==> src/rtl/fbpa_pkg.sv <==
// types, constants and helpers of the block pool allocator
`timescale 1ns / 1ps
package fbpa_pkg;

  localparam int SLOTS           = 256;
  localparam int IDX_W           = $clog2(SLOTS);
  localparam int CAP_W           = 9;
  localparam int SIZE_W          = 13;
  localparam int OFS_W           = 20;
  localparam int MIN_BLOCK_BYTES = 8;
  localparam int MAX_BLOCK_BYTES = 4096;
  localparam int CFG_W           = 13;
  localparam int CFG_IDX_W       = 1;

  localparam logic [1:0] REQ_ALLOC  = 2'd0;
  localparam logic [1:0] REQ_ZALLOC = 2'd1;
  localparam logic [1:0] REQ_FREE   = 2'd2;
  localparam logic [1:0] REQ_RESET  = 2'd3;

  localparam logic [1:0] ST_OK        = 2'd0;
  localparam logic [1:0] ST_EXHAUSTED = 2'd1;
  localparam logic [1:0] ST_INVALID   = 2'd2;

  localparam logic [CFG_IDX_W-1:0] CFG_CAPACITY    = 1'd0;
  localparam logic [CFG_IDX_W-1:0] CFG_MEMBER_SIZE = 1'd1;

  typedef struct packed {
    logic [1:0]       req_type;
    logic [OFS_W-1:0] slot_offset;
  } req_t;

  typedef struct packed {
    logic [1:0]       status;
    logic [OFS_W-1:0] block_offset;
    logic             clear_slot;
  } rsp_t;

  // one link entry: next freed block and whether it exists
  typedef struct packed {
    logic             valid;
    logic [IDX_W-1:0] head;
  } link_t;

  typedef struct packed {
    logic             done;
    logic             bad;
    logic [IDX_W-1:0] quot;
  } div_res_t;

  function automatic logic [SIZE_W-1:0] block_bytes(input logic [SIZE_W-1:0] member_size);
    logic [SIZE_W-1:0] b;
    b = member_size;
    if (b < SIZE_W'(MIN_BLOCK_BYTES)) b = SIZE_W'(MIN_BLOCK_BYTES);
    if (b > SIZE_W'(MAX_BLOCK_BYTES)) b = SIZE_W'(MAX_BLOCK_BYTES);
    return b;
  endfunction

  function automatic logic [CAP_W-1:0] eff_capacity(input logic [CAP_W-1:0] capacity);
    return (capacity > CAP_W'(SLOTS)) ? CAP_W'(SLOTS) : capacity;
  endfunction

endpackage

==> src/rtl/fbpa_link_ram.sv <==
// link store: one next-pointer per freed block, synchronous read
`timescale 1ns / 1ps
module fbpa_link_ram
  import fbpa_pkg::*;
(
  input  logic             clk,
  input  logic             we,
  input  logic [IDX_W-1:0] waddr,
  input  link_t            wdata,
  input  logic             re,
  input  logic [IDX_W-1:0] raddr,
  output link_t            rdata
);

  link_t mem [SLOTS];

  always_ff @(posedge clk) begin
    if (we) begin
      mem[waddr] <= wdata;
    end
  end

  always_ff @(posedge clk) begin
    if (re) begin
      rdata <= mem[raddr];
    end
  end

endmodule

==> src/rtl/fbpa_div.sv <==
// offset check for free: range compare and restoring divide, one quotient bit a cycle
`timescale 1ns / 1ps
module fbpa_div
  import fbpa_pkg::*;
(
  input  logic              clk,
  input  logic              rst,
  input  logic              start,
  input  logic [OFS_W-1:0]  ofs,
  input  logic [SIZE_W-1:0] blk,
  input  logic [CAP_W-1:0]  cap,
  output div_res_t          res
);

  localparam int CNT_W = $clog2(IDX_W);
  localparam int LIM_W = CAP_W + SIZE_W;

  logic             busy;
  logic             fin;
  logic [CNT_W-1:0] cnt;
  logic [OFS_W-1:0] rem;
  logic [OFS_W-1:0] ofs_q;
  logic [SIZE_W-1:0] blk_q;
  logic [LIM_W-1:0] limit;
  logic [IDX_W-1:0] quot;
  logic [OFS_W-1:0] shifted;
  logic             fits;

  // in range means quotient < SLOTS, so IDX_W steps suffice
  assign shifted = OFS_W'(blk_q) << cnt;
  assign fits    = rem >= shifted;

  always_ff @(posedge clk) begin
    if (rst) begin
      busy <= 1'b0;
      fin  <= 1'b0;
    end else begin
      fin <= 1'b0;
      if (start) begin
        busy <= 1'b1;
        cnt  <= CNT_W'(IDX_W - 1);
      end else if (busy) begin
        cnt <= cnt - 1'b1;
        if (cnt == '0) begin
          busy <= 1'b0;
          fin  <= 1'b1;
        end
      end
    end
  end

  always_ff @(posedge clk) begin
    if (start) begin
      rem   <= ofs;
      ofs_q <= ofs;
      blk_q <= blk;
      limit <= LIM_W'(cap) * LIM_W'(blk);
      quot  <= '0;
    end else if (busy) begin
      quot[cnt] <= fits;
      if (fits) begin
        rem <= rem - shifted;
      end
    end
  end

  always_comb begin
    res.done = fin;
    res.bad  = (LIM_W'(ofs_q) >= limit) || (rem != '0);
    res.quot = quot;
  end

endmodule

==> src/rtl/fixed_block_pool_allocator_core.sv <==
// top level: request sequencer, free-list head and result register
`timescale 1ns / 1ps
// Fixed-size block pool allocator.
// Request channel req/req_valid/req_stall carries one request (alloc, zeroed
// alloc, free, reset pool); response channel rsp/rsp_valid/rsp_stall returns
// exactly one response per request, in order.
// Configuration: cfg_we with cfg_index 0 writes capacity, 1 writes member
// size; write only while no request is outstanding.
// One request is worked on at a time. req_stall is high from acceptance until
// the response is loaded into the output register.
// Steps per request, acceptance to rsp_valid:
//   alloc from never-used blocks, reset pool: result reg, then output reg
//   alloc from the freed list: one link memory read, result reg, output reg
//   free: range multiply, 8 restoring divide steps, link write, output reg
// A finished response waits in the output register while the next request
// is accepted; with rsp_stall high the block finishes at most one more
// request and then holds it until the output register frees up.
// Reset (rst, synchronous) empties the freed list, restarts the never-used
// blocks at 0 and loads capacity 256 and member size 8. The link memory
// needs no clearing: an entry is always written by a free before it is read.
module fixed_block_pool_allocator_core
  import fbpa_pkg::*;
(
  input  logic                 clk,
  input  logic                 rst,
  input  logic                 req_valid,
  output logic                 req_stall,
  input  req_t                 req,
  output logic                 rsp_valid,
  input  logic                 rsp_stall,
  output rsp_t                 rsp,
  input  logic                 cfg_we,
  input  logic [CFG_IDX_W-1:0] cfg_index,
  input  logic [CFG_W-1:0]     cfg_data
);

  typedef enum logic [3:0] {
    S_IDLE = 4'b0001,
    S_POP  = 4'b0010,
    S_DIV  = 4'b0100,
    S_OUT  = 4'b1000
  } state_t;

  state_t            state;
  logic [CAP_W-1:0]  capacity;
  logic [SIZE_W-1:0] member_size;
  logic [CAP_W-1:0]  untouched_next;
  logic [IDX_W-1:0]  freed_head;
  logic              freed_valid;
  logic              zeroed;
  rsp_t              res;

  logic [CAP_W-1:0]  cap_eff;
  logic [SIZE_W-1:0] blk;
  logic              accept;
  logic              out_free;
  logic [IDX_W-1:0]  mul_idx;
  logic [OFS_W-1:0]  mul_prod;
  logic              div_start;
  div_res_t          div_res;
  logic              ram_we;
  logic              ram_re;
  link_t             ram_wdata;
  link_t             ram_rdata;

  assign cap_eff   = eff_capacity(capacity);
  assign blk       = block_bytes(member_size);
  assign req_stall = (state != S_IDLE);
  assign accept    = req_valid && !req_stall;
  assign out_free  = !rsp_valid || !rsp_stall;

  // one multiplier shared by both alloc paths
  assign mul_idx  = (state == S_POP) ? freed_head : untouched_next[IDX_W-1:0];
  assign mul_prod = OFS_W'(mul_idx) * OFS_W'(blk);

  assign div_start = accept && (req.req_type == REQ_FREE);
  assign ram_re    = accept && freed_valid &&
                     (req.req_type == REQ_ALLOC || req.req_type == REQ_ZALLOC);
  assign ram_we    = (state == S_DIV) && div_res.done && !div_res.bad;
  assign ram_wdata = '{valid: freed_valid, head: freed_head};

  fbpa_div u_div (
    .clk   (clk),
    .rst   (rst),
    .start (div_start),
    .ofs   (req.slot_offset),
    .blk   (blk),
    .cap   (cap_eff),
    .res   (div_res)
  );

  fbpa_link_ram u_link (
    .clk   (clk),
    .we    (ram_we),
    .waddr (div_res.quot),
    .wdata (ram_wdata),
    .re    (ram_re),
    .raddr (freed_head),
    .rdata (ram_rdata)
  );

  always_ff @(posedge clk) begin
    if (rst) begin
      capacity    <= CAP_W'(SLOTS);
      member_size <= SIZE_W'(MIN_BLOCK_BYTES);
    end else if (cfg_we) begin
      unique case (cfg_index)
        CFG_CAPACITY:    capacity    <= cfg_data[CAP_W-1:0];
        CFG_MEMBER_SIZE: member_size <= cfg_data[SIZE_W-1:0];
        default: ;
      endcase
    end
  end

  always_ff @(posedge clk) begin
    if (rst) begin
      state          <= S_IDLE;
      untouched_next <= '0;
      freed_valid    <= 1'b0;
      freed_head     <= '0;
      rsp_valid      <= 1'b0;
    end else begin
      if (state == S_OUT && out_free) begin
        rsp_valid <= 1'b1;
      end else if (!rsp_stall) begin
        rsp_valid <= 1'b0;
      end
      unique case (state)
        S_IDLE: begin
          if (accept) begin
            zeroed <= (req.req_type == REQ_ZALLOC);
            unique case (req.req_type) inside
              REQ_ALLOC, REQ_ZALLOC: begin
                if (freed_valid) begin
                  state <= S_POP;
                end else if (untouched_next < cap_eff) begin
                  res            <= '{status: ST_OK, block_offset: mul_prod,
                                      clear_slot: (req.req_type == REQ_ZALLOC)};
                  untouched_next <= untouched_next + 1'b1;
                  state          <= S_OUT;
                end else begin
                  res   <= '{status: ST_EXHAUSTED, block_offset: '0, clear_slot: 1'b0};
                  state <= S_OUT;
                end
              end
              REQ_FREE: begin
                state <= S_DIV;
              end
              default: begin
                res            <= '{status: ST_OK, block_offset: '0, clear_slot: 1'b0};
                untouched_next <= '0;
                freed_valid    <= 1'b0;
                state          <= S_OUT;
              end
            endcase
          end
        end
        S_POP: begin
          // link read issued at acceptance, data ready now
          res         <= '{status: ST_OK, block_offset: mul_prod, clear_slot: zeroed};
          freed_head  <= ram_rdata.head;
          freed_valid <= ram_rdata.valid;
          state       <= S_OUT;
        end
        S_DIV: begin
          if (div_res.done) begin
            if (div_res.bad) begin
              res <= '{status: ST_INVALID, block_offset: '0, clear_slot: 1'b0};
            end else begin
              res         <= '{status: ST_OK, block_offset: '0, clear_slot: 1'b0};
              freed_head  <= div_res.quot;
              freed_valid <= 1'b1;
            end
            state <= S_OUT;
          end
        end
        S_OUT: begin
          if (out_free) begin
            rsp   <= res;
            state <= S_IDLE;
          end
        end
        default: state <= S_IDLE;
      endcase
    end
  end

endmodule

==> config.mk <==
export PLATFORM = sky130hd
export DESIGN_NAME = fixed_block_pool_allocator_core
export DESIGN_NICKNAME = d
export VERILOG_FILES = /design/src/rtl/fbpa_pkg.sv /design/src/rtl/fbpa_link_ram.sv /design/src/rtl/fbpa_div.sv /design/src/rtl/fixed_block_pool_allocator_core.sv
export SDC_FILE = /design/constraint.sdc
export NUM_CORES = 2
export LEC_CHECK = 0
export BUFFER_PORTS_ARGS = -buffer_cell sky130_fd_sc_hd__buf_4
export CORE_UTILIZATION = 50
export DETAILED_ROUTE_END_ITERATION = 10
export PLACE_DENSITY_LB_ADDON = 0.15
export SETUP_SLACK_MARGIN = 0.15
export SYNTH_ARGS = -nofsm -noshare
export SYNTH_HDL_FRONTEND = slang
export SYNTH_SLANG_ARGS = --single-unit
==> constraint.sdc <==
create_clock -name clk -period 23.2 [get_ports clk]
set_input_delay 2.32 -clock clk [delete_from_list [all_inputs] [get_ports clk]]
set_output_delay 2.32 -clock clk [all_outputs]
set_load 0.05 [all_outputs]
==> impl_summary.txt <==
----------------------------------------------------
[Clocking]
  Post-CTS Setup Bufs ... 0
  Clock Sink Count ... ~2500
  Maximum level of the CTS H-tree ... 5
  Number of buffers inserted for hold repair after clock tree synthesis ... 0
  Number of CTS-inserted buffers ... ~280
  Buffer depth of the longest clock path ... 4
  Clock tree root buffer cell ... sky130_fd_sc_hd__clkbuf_16
  Clock latency at the later pin of the worst-skew pair ... roughly 0.94 ns
  CTS tree ... done
  Clk slew on worst S/H paths ... 0.06 ns
  Gates resized, CTS repair ... 0

[Pwr]
  Leak pwr ... 37.2 nW
  Portion of total power attributed to combinational logic ... between 1 and 1.5%
  VDD IR-drop max ... ~79 uV
  Relative contribution of the clock network to total power ... a little under half
  Net switching share of the total power ... between 10% and 20%
  Switching pwr ... 1.79 mW
  Ratio of total power to cell area ... between 70 and 80 nW/um^2
  Int Power ... approximately 7.4 mW
  Proportion of power drawn by flip-flops and latches ... ~54%

[Floorplanning]
  Die Height ... around 460 um
  Number of rows created at floorplan ... around 170
  Initial Util ... 50.4%
  # IOs ... 66
  Die area ... 211000 sq um
  Die X-Extent ... about 460 um
  Placeable core region ... a little over 200000 sq um

[Global routing]
  Number of antenna violations at the first check in global routing ... 5
  First-pass GRT wire length ... 359000 um
  Combined global-route utilization of all metal layers ... a little under a quarter
  Leftover overflow at the end of global routing ... 0
  Pin count of the biggest net entering global routing ... 190
  Number of global-route vias before repair ... 52100

[Worst setup path]
  Largest fanout on the critical path ... 13
  Terminus of the critical flop-to-flop path ... res[19]
  Worst EP required ... roughly 24 ns
  Worst flop-to-flop path startpoint ... member_size[6]
  CP arrival ... roughly 7.4 ns
  Class of the most critical setup path ... flop to flop
  Sort of element at the end of the critical path ... flop
  Number of cells traversed by the worst register-to-register path ... 20
  Critical Path Source Type ... flop
  Reg2Reg Setup Slack ... roughly 16 ns

[STA]
  Final period utilization ... between 20% and 30%
  Hold WS ... roughly 0.42 ns
  Rel. slew slack ... 17.9%
  Final-report setup violation count ... 0
  Final Hold Vio Count ... 0
  Top achievable clock speed ... roughly 150 MHz
  Worst Tran Pin Value ... around 1.2 ns
  Setup repair after global routing missed its margin ... false
  Fin crit period ... just under 7 ns
  Fin Setup TNS ... 0 ns
  Clock skew ... roughly 0.061 ns
  Max-slew violation total from the final report ... 0

[Logic synthesis]
  Leading register cell type out of synthesis ... sky130_fd_sc_hd__edfxtp_1
  FF+latch count, synth ... roughly 2500
  Share of synthesized registers carrying an async set or reset ... 0%
  Portion of the post-synthesis area used by sequential elements ... a little over 70%
  Synth area leaders ... sky130_fd_sc_hd__edfxtp_1 70%, sky130_fd_sc_hd__mux4_2 15%, sky130_fd_sc_hd__fa_1 2.8%, sky130_fd_sc_hd__nor2_1 1.7%, sky130_fd_sc_hd__ha_1 1.6%
  Share of Yosys cell area claimed by the top area cell type ... ~70%
  Cell Area, Synth ... around 100000 sq um
  Cell accounting for the most synthesized area ... sky130_fd_sc_hd__edfxtp_1
  Number of enable-type register cells in the synthesized netlist ... about 2400
  Number of instances in the synthesized netlist ... between 5000 and 6000
  Cell variety after synth ... slightly above 70
  Post-Syn Nets ... about 5800
  Syn Area/Cell ... around 19 sq um
  Synth warn ... 0

[Route]
  Iteration-0 DRC count of the detailed router ... roughly 5800
  Final antenna-violating net count ... 0
  Number of DRC violations after detailed routing ... 0
  Ratio of routed vias to standard cells ... between 6 and 7
  Final wirelength ... 244000 um
  Routed via count ... 51800
  Post-detailed-route wirelength per cell ... between 20 and 30 um
  Length of the first detailed-routing pass in iterations ... 5

[Outcome]
  Status ... completed

[Place]
  DP Wirelength ... 155000 um
  Count of input and output buffers ... 65
  Final weighted congestion in routability-driven placement ... 0.860
  Placed Instances ... roughly 8100

[Min path]
  Hold path depth ... 0
  Hold/Removal Path Class ... flop to flop
  Endpoint, Worst Hold ... rsp[3]
  Hold wc startpoint ... res[3]

[Final layout]
  Fraction of layout instances using a drive strength above 1 ... a little over a fifth
  Area grow syn2layout ... 11.5%
  Fin cells ... approximately 8600
  Net total in the final layout ... 5949
  Post-route core utilization ... 56.2%

[Job]
  Count of max-cap constraint violations ... 0

----------------------------------------------------
-- placed cells by master, fill, tap and decap left out, types with 11 or more instances in the layout --
| cell | instances |
|---|---|
| sky130_fd_sc_hd__a211oi_1 | 12 |
| sky130_fd_sc_hd__a21o_1 | 18 |
| sky130_fd_sc_hd__a21oi_1 | 127 |
| sky130_fd_sc_hd__a22oi_1 | 31 |
| sky130_fd_sc_hd__a31oi_1 | 11 |
| sky130_fd_sc_hd__and2_1 | 15 |
| sky130_fd_sc_hd__buf_4 | 151 |
| sky130_fd_sc_hd__bufinv_16 | 18 |
| sky130_fd_sc_hd__clkbuf_1 | 50 |
| sky130_fd_sc_hd__clkbuf_16 | 284 |
| sky130_fd_sc_hd__clkinv_1 | 68 |
| sky130_fd_sc_hd__clkinv_2 | 28 |
| sky130_fd_sc_hd__dfxtp_1 | 46 |
| sky130_fd_sc_hd__edfxtp_1 | 2438 |
| sky130_fd_sc_hd__fa_1 | 144 |
| sky130_fd_sc_hd__ha_1 | 132 |
| sky130_fd_sc_hd__inv_1 | 231 |
| sky130_fd_sc_hd__mux2_2 | 17 |
| sky130_fd_sc_hd__mux2i_1 | 69 |
| sky130_fd_sc_hd__mux4_2 | 706 |
| sky130_fd_sc_hd__nand2_1 | 293 |
| sky130_fd_sc_hd__nand2b_1 | 27 |
| sky130_fd_sc_hd__nand3_1 | 50 |
| sky130_fd_sc_hd__nor2_1 | 471 |
| sky130_fd_sc_hd__nor2b_1 | 45 |
| sky130_fd_sc_hd__nor3_1 | 41 |
| sky130_fd_sc_hd__o211ai_1 | 11 |
| sky130_fd_sc_hd__o21a_1 | 11 |
| sky130_fd_sc_hd__o21ai_0 | 57 |
| sky130_fd_sc_hd__o22ai_1 | 15 |
| sky130_fd_sc_hd__xnor2_1 | 26 |
| sky130_fd_sc_hd__xor2_1 | 18 |
-- power groups by stage --
stage | Clock, mW | Combinational (mW) | Sequential [mW]
2_1_floorplan | 0 | 0.0839 | 4.99
3_3_place_gp | 0 | 0.121 | 4.99
3_5_place_dp | 0 | 0.123 | 4.99
4_1_cts | 4.19 | 0.123 | 4.90
5_1_grt | 4.36 | 0.137 | 4.90
6_report | 4.13 | 0.125 | 4.90
-- critical path, stage by stage, from the launching register on --
cell and delay [ns]:
sky130_fd_sc_hd__dfxtp_1 0.32, sky130_fd_sc_hd__nor4_1 0.37, sky130_fd_sc_hd__nand3_1 0.16, sky130_fd_sc_hd__o41ai_1 0.60, sky130_fd_sc_hd__nand2_1 0.54, sky130_fd_sc_hd__nor2_1 0.29, sky130_fd_sc_hd__fa_1 0.48, sky130_fd_sc_hd__fa_1 0.46
sky130_fd_sc_hd__fa_1 0.53, sky130_fd_sc_hd__inv_1 0.05, sky130_fd_sc_hd__fa_1 0.48, sky130_fd_sc_hd__inv_1 0.04, sky130_fd_sc_hd__ha_1 0.32, sky130_fd_sc_hd__a21oi_1 0.22, sky130_fd_sc_hd__nor2b_1 0.08, sky130_fd_sc_hd__a311oi_1 0.61
sky130_fd_sc_hd__nor2b_1 0.15, sky130_fd_sc_hd__o31ai_1 0.40, sky130_fd_sc_hd__a31oi_1 0.18, sky130_fd_sc_hd__xnor2_1 0.16, sky130_fd_sc_hd__nor2_1 0.05
-- final cells by class --
cell class                      instances  area, sq um
Antenna cell                            1         2.50
Fill cell                           15600        90900
Sequential cell                      2493        74300
Tap cell                             2788         3490
Clock inverter                        120         1030
Multi-Input combinational cell       2459        28200
Clock buffer                          335         7310
Timing Repair Buffer                  161         1330
Inverter                              242          908
-- cell families (layout without fill, tap and decap cells) --
group	after synthesis	after routing	share of synthesized area, %
AO/OA/AOI/OAI	331	331	1.95
other	0	1	0
XOR/XNOR	44	44	0.369
flip-flops	2493	2493	71.1
AND/OR/NAND/NOR	1016	1016	4.21
adder cells (fa/ha/maj)	276	276	4.34
buffers and inverters	521	858	2.00
multiplexers	792	792	16.1
-- stage by stage --
stage	power, mW	instance area, sq um	setup WS, ns
after detailed placement	5.11	108000	16.51
after floorplan	5.07	105000	13.96
final	9.15	117000	16.41
after CTS	9.21	117000	16.47
after global routing	9.39	117000	15.79
after global placement	5.11	108000	16.52
-- registers in the layout (all words and copies together) (netlist names), 3 cells and up --
name	cells
member_size	13
capacity	9
u_div.ofs_q	20
u_div.cnt	3
u_div.limit	22
freed_head	8
untouched_next	9
rsp	23
u_div.blk_q	13
u_link.mem	2304
u_div.rem	20
u_div.quot	8
u_link.rdata	9
state	4
res	23
-- cell usage after synthesis (5+ instances only) --
cell,n
sky130_fd_sc_hd__edfxtp_1,2438
sky130_fd_sc_hd__mux4_2,706
sky130_fd_sc_hd__nor2_1,473
sky130_fd_sc_hd__nand2_1,293
sky130_fd_sc_hd__inv_1,232
sky130_fd_sc_hd__clkbuf_1,164
sky130_fd_sc_hd__fa_1,144
sky130_fd_sc_hd__ha_1,132
sky130_fd_sc_hd__a21oi_1,128
sky130_fd_sc_hd__mux2i_1,69
sky130_fd_sc_hd__buf_2,63
sky130_fd_sc_hd__o21ai_0,57
sky130_fd_sc_hd__dfxtp_1,55
sky130_fd_sc_hd__nand3_1,51
sky130_fd_sc_hd__nor2b_1,46
sky130_fd_sc_hd__nor3_1,42
sky130_fd_sc_hd__buf_1,41
sky130_fd_sc_hd__a22oi_1,31
sky130_fd_sc_hd__nand2b_1,27
sky130_fd_sc_hd__xnor2_1,26
sky130_fd_sc_hd__a21o_1,18
sky130_fd_sc_hd__xor2_1,18
sky130_fd_sc_hd__mux2_2,17
sky130_fd_sc_hd__and2_1,15
sky130_fd_sc_hd__o22ai_1,15
sky130_fd_sc_hd__a211oi_1,12
sky130_fd_sc_hd__a31oi_1,11
sky130_fd_sc_hd__o211ai_1,11
sky130_fd_sc_hd__o21a_1,11
sky130_fd_sc_hd__or3_1,10
sky130_fd_sc_hd__clkinv_1,9
sky130_fd_sc_hd__nand4_1,9
sky130_fd_sc_hd__and3_1,7
sky130_fd_sc_hd__nor4_1,7
sky130_fd_sc_hd__buf_4,6
sky130_fd_sc_hd__and4_1,5
sky130_fd_sc_hd__nor4b_1,5
sky130_fd_sc_hd__or4_1,5
-- layer usage --
layer  global-route usage (%)  wire, um  vias up
met3                     4.34     17500      333
li1                         -         -    22000
met2                     35.3    114000     1902
met4                     5.95      5380        4
met1                     35.4    106000    27500
met5                        0        30        -
-- worst max path at each step --
stage | from | depth (start not counted) | slack [ns] | endpoint
global placement | member_size[6] | 20 | 16.52 | res[19]
detailed placement | member_size[6] | 20 | 16.51 | res[19]
global route | member_size[7] | 20 | 15.79 | res[19]
floorplan | freed_head[3] | 21 | 13.96 | res[19]
CTS | member_size[6] | 20 | 16.47 | res[19]
finish | member_size[6] | 20 | 16.41 | res[19]
Power figures use the tool's default switching activity.
